$ cat config.mk
export PLATFORM = sky130hd
export DESIGN_NAME = hlc_div
export DESIGN_NICKNAME = d
export VERILOG_FILES = /design/src/rtl/hlc_pkg.sv /design/src/rtl/hlc_div.sv
export SDC_FILE = /design/constraint.sdc
export NUM_CORES = 1
export LEC_CHECK = 0
export BUFFER_PORTS_ARGS = -buffer_cell sky130_fd_sc_hd__buf_2
export CAP_MARGIN = 20
export CORE_MARGIN = 8
export CORE_UTILIZATION = 55
export DETAILED_ROUTE_END_ITERATION = 8
export GPL_ROUTABILITY_DRIVEN = 0
export HOLD_SLACK_MARGIN = 0.1
export PLACE_DENSITY = 0.85
export SETUP_SLACK_MARGIN = 0.15
export SYNTH_ARGS = -nofsm -noshare
export SYNTH_HDL_FRONTEND = slang
export SYNTH_SLANG_ARGS = --single-unit
$ cat constraint.sdc
create_clock -name clk_i -period 4.57 [get_ports clk_i]
set_clock_uncertainty 0.05 [all_clocks]
set_input_delay 0 -clock clk_i [delete_from_list [all_inputs] [get_ports clk_i]]
set_output_delay 0 -clock clk_i [all_outputs]
set_load 0.05 [all_outputs]
$ cat src/rtl/hlc_pkg.sv
// Package for the homogeneous line clip and project block: types, constants, helpers.
package hlc_pkg;

  localparam int unsigned CfgAw = 6;
  localparam int unsigned CoordW = 40;

  localparam logic [CfgAw-1:0] AddrRow0 = 6'h00;
  localparam logic [CfgAw-1:0] AddrRow1 = 6'h08;
  localparam logic [CfgAw-1:0] AddrRow2 = 6'h10;
  localparam logic [CfgAw-1:0] AddrRow3 = 6'h18;
  localparam logic [CfgAw-1:0] AddrMode = 6'h20;

  localparam logic [63:0] Row0Rst = 64'h0000_0000_0000_1000;
  localparam logic [63:0] Row1Rst = 64'h0000_0000_1000_0000;
  localparam logic [63:0] Row2Rst = 64'h0000_1000_0000_0000;
  localparam logic [63:0] Row3Rst = 64'h1000_0000_0000_0000;

  localparam logic signed [23:0] XyMax = 24'sh7FFFFF;
  localparam logic signed [23:0] XyMin = -24'sh800000;
  localparam logic signed [23:0] ZMax = 24'sd16384;
  localparam logic signed [23:0] ZMin = -24'sd16384;

  localparam logic [16:0] FracOne = 17'h10000;

  typedef logic signed [CoordW-1:0] coord_t;

  // Divider request and response.
  typedef struct packed {
    logic         start;
    logic [63:0]  num;
    logic [63:0]  den;
  } div_req_t;

  typedef struct packed {
    logic         done;
    logic [63:0]  quo;
  } div_rsp_t;

endpackage

$ cat src/rtl/hlc_div.sv
// Shared radix-2 restoring divider for unsigned 64-bit operands.
module hlc_div (
  input  logic                 clk_i,
  input  logic                 rst_ni,
  input  hlc_pkg::div_req_t    req_i,
  output hlc_pkg::div_rsp_t    rsp_o
);
  import hlc_pkg::*;

  logic [63:0]  quo_q, quo_d;
  logic [64:0]  rem_q, rem_d;
  logic [63:0]  den_q, den_d;
  logic [6:0]   cnt_q, cnt_d;
  logic         busy_q, busy_d;
  logic         done_q, done_d;
  logic [64:0]  trial;
  logic [64:0]  shifted;

  always_comb begin
    shifted = {rem_q[63:0], quo_q[63]};
    trial   = shifted - {1'b0, den_q};
    quo_d   = quo_q;
    rem_d   = rem_q;
    den_d   = den_q;
    cnt_d   = cnt_q;
    busy_d  = busy_q;
    done_d  = 1'b0;
    if (req_i.start) begin
      quo_d  = req_i.num;
      rem_d  = '0;
      den_d  = req_i.den;
      cnt_d  = 7'd64;
      busy_d = 1'b1;
    end else if (busy_q) begin
      if (!trial[64]) begin
        rem_d = trial;
        quo_d = {quo_q[62:0], 1'b1};
      end else begin
        rem_d = shifted;
        quo_d = {quo_q[62:0], 1'b0};
      end
      cnt_d = cnt_q - 7'd1;
      if (cnt_q == 7'd1) begin
        busy_d = 1'b0;
        done_d = 1'b1;
      end
    end
  end

  always_ff @(posedge clk_i or negedge rst_ni) begin
    if (!rst_ni) begin
      busy_q <= 1'b0;
      done_q <= 1'b0;
      cnt_q  <= '0;
    end else begin
      busy_q <= busy_d;
      done_q <= done_d;
      cnt_q  <= cnt_d;
    end
  end

  always_ff @(posedge clk_i) begin
    quo_q <= quo_d;
    rem_q <= rem_d;
    den_q <= den_d;
  end

  assign rsp_o.done = done_q;
  assign rsp_o.quo  = quo_q;

endmodule

==> impl_results.md <==
- Worst hold path type: in2reg
- Die Wd: ~160 microns
- Main flop type after synthesis: edfxtp_1
- Port bufs: 195
- R2R setup slack: 0.38 ns
- Antenna violations before repair: 3
- # rows: 54
- Largest net degree at the start of global routing: 79
- Final slew viol count: 0
- Yosys warnings: 0
- Pwr per Cell Area: 599 mW/mm^2
- Cell Area, Placed: 0.0132 sq mm
- Number of global-route vias before repair: roughly 11,000
- Cell count after synthesis: roughly 1,300
- Core area: 0.0217 sq mm
- Fmax: 239 MHz
- CTS tree: done
- Vias: 11,100
- Clk sinks: 201
- Detail Route Antenna Nets: 0
- Total GRT Usage: 0.262
- Static Leak: 6.55 nW
- CP Class: reg2reg
- Fin area: 0.0154 sq mm
- M1 wire length: 14,200 microns
- Post-synthesis sequential area ratio: 0.444
- Synth Area per Inst: 9.50 sq um
- Final setup violation count: 0
- Leading cell types in the layout, fill and taps excluded: 194 x buf_2, 154 x nand2_1, 131 x dlygate4sd3_1
- Synth-to-Final Area Change: 27.7%
- Slew HR: 0.441
- Critical Path Start Type: register
- First-pass GRT wire length: around 57,000 microns
- Root Buffer: clkbuf_16
- Critical Path End Type: register
- Met3 routed WL: 3370 microns
- Worst skew pair latency: ~0.54 ns
- Met2 WL: 17,400 microns
- Post-DR wirelength/cell: 19.4 microns
- Critical path arrival: ~4.6 ns
- Status: finished, final reports clean
- Via/cell ratio: 5.96
- Slew at the pin with the worst max-slew slack: 0.839 ns
- Critical-path maximum fanout: 11
- Seq cells post-synth: around 200
- Setup TNS: 0 ns
- Max_cap viols: 0
- EDFF count, synth: 128
- Cell area after synthesis: about 0.012 sq mm
- Post-route minimum period: 4.19 ns
- Final nets: 1,763
- Synth Net Count: 1,467
- Final HPWL DP: 23,500 microns
- H-tree levels: 1
- Height of the die: 164 microns
- CTS buffer count: 24
- Required time worst endpoint: approximately 5.0 ns
- Fin crit share: 0.916
- 1st-pass router iterations: 8
- GRT overflow: 0
- Die ar.: 0.0269 sq mm
- Layout cells sized above 1: 0.207
- Initial core utilization: 0.556
- Final hold violations: 0
- WL final: 36,100 microns
- Synth unique cells: 67
- Ports: between 150 and 200
- DRC Markers: 0
- Peak supply drop: ~380 uV
- Async S/R FF share, synth: 0.0448
- CTS clk-pin slew, worst paths: 0.06 ns
- RSZ-0062 raised after global routing: no
- Commonest non-fill, non-tap cell in the layout: buf_2
- Clk buf depth: 3
- Initial DRC count: 922
- DR top layer: met5
==> what timing repair did <==
item | in CTS | in global routing
setup buffers | 0 | 1
endpoints found under the hold margin | 200 | 0
resized for setup | 0 | 5
hold buffers | 131 | 0
endpoints found under the setup margin | 0 | 41
==> metrics by stage <==
stage | std cells | hold slack (ns) | power, mW | util | setup WS, ns
after floorplan | 1269 | -0.346 | 5.94 | - | 0.692
after global placement | 1686 | -0.194 | 6.71 | 0.607 | 0.583
after detailed placement | 1686 | -0.189 | 6.82 | 0.607 | 0.453
after CTS | 1861 | 0.100 | 9.06 | 0.708 | 0.355
after global routing | 1865 | 0.120 | 9.75 | 0.710 | 0.145
final | 1865 | 0.121 | 9.23 | 0.710 | 0.384
==> where the power goes <==
| part | switching (mW) | internal, mW | total (mW) | leakage [nW] |
|---|---|---|---|---|
| combinational | 2.75 | 1.63 | 4.38 | 4.20 |
| clock | 0.799 | 1.31 | 2.11 | 0.420 |
| sequential | 0.350 | 2.38 | 2.73 | 1.93 |
| total | 3.90 | 5.33 | 9.23 | 6.55 |
==> kinds of logic after synthesis <==
logic type | Yosys count | synth area share
simple gates | 395 | 0.145
compound gates | 320 | 0.182
flops | 201 | 0.444
buf+inv | 161 | 0.0551
mux | 69 | 0.0638
fa+ha+maj | 67 | 0.0701
xor+xnor | 56 | 0.0407
==> path summary, 6_finish.rpt <==
kind / start / to / depth (start not counted)
setup / recovery: quo_q[63]$_DFFE_PP_ / rem_q[5]$_SDFFE_PP0P_ / 13
hold / removal: req_i[50] / den_q[50]$_DFFE_PP_ / 2
setup reg to reg: quo_q[63]$_DFFE_PP_ / rem_q[5]$_SDFFE_PP0P_ / 13
hold reg to reg: rem_q[54]$_SDFFE_PP0P_ / rem_q[54]$_SDFFE_PP0P_ / 2
min in group asynchronous: rst_ni / cnt_q[3]$_DFFE_PN0P_ / 3
max in group asynchronous: rst_ni / busy_q$_DFF_PN0_ / 3
==> worst max-delay path, cell delays in order, from the launching register on <==
cell,delay [ns]
edfxtp_1,0.38
inv_1,0.06
ha_1,0.22
fa_1,0.38
nand2b_1,0.21
a21oi_2,0.21
o2111ai_2,0.26
a2111oi_4,0.53
o21ai_4,0.14
a2111oi_4,0.41
or3_4,0.25
nand2_2,0.21
or3_1,0.44
a311oi_1,0.31
==> routing by layer <==
layer  up-vias  track usage
li1       5213            -
met1      5194        0.321
met2       611        0.449
met3       104       0.0589
met4         2       0.0826
met5         -            0
==> registers in the layout, summed over array words and instances, names as in the netlist <==
register,cells
den_q,64
rem_q,64
cnt_q,7
quo_q,64
done_q,1
busy_q,1
==> layout make-up <==
type                       count  area (sq um)
inverter                      91           342
clock buffer                  27           612
tap                          280           350
timing repair buffer         339          2400
fill                        1545          6290
multi-input combinational    908          6070
clock inverter                17           269
antenna                        2          5.00
sequential                   201          5350
==> cell usage after synthesis, drive strengths merged, types with 9 or more instances <==
cell	count	area [sq um]
nor3	21	105
nand2	155	582
mux2	63	709
a311oi	47	412
nor2	122	460
o21ai	59	307
dfrtp	9	225
xor2	23	201
clkbuf	52	195
a21o	17	128
buf	18	128
nand2b	13	81.3
edfxtp	128	3840
nand3	19	95.1
a21oi	94	474
o21a	9	67.6
a31oi	9	56.3
o21bai	15	113
a211oi	9	67.6
nand4	21	131
dfxtp	64	1280
nor2b	9	56.3
ha	66	826
inv	91	342
xnor2	33	289
Note: power is estimated with default switching activity, not from simulation.
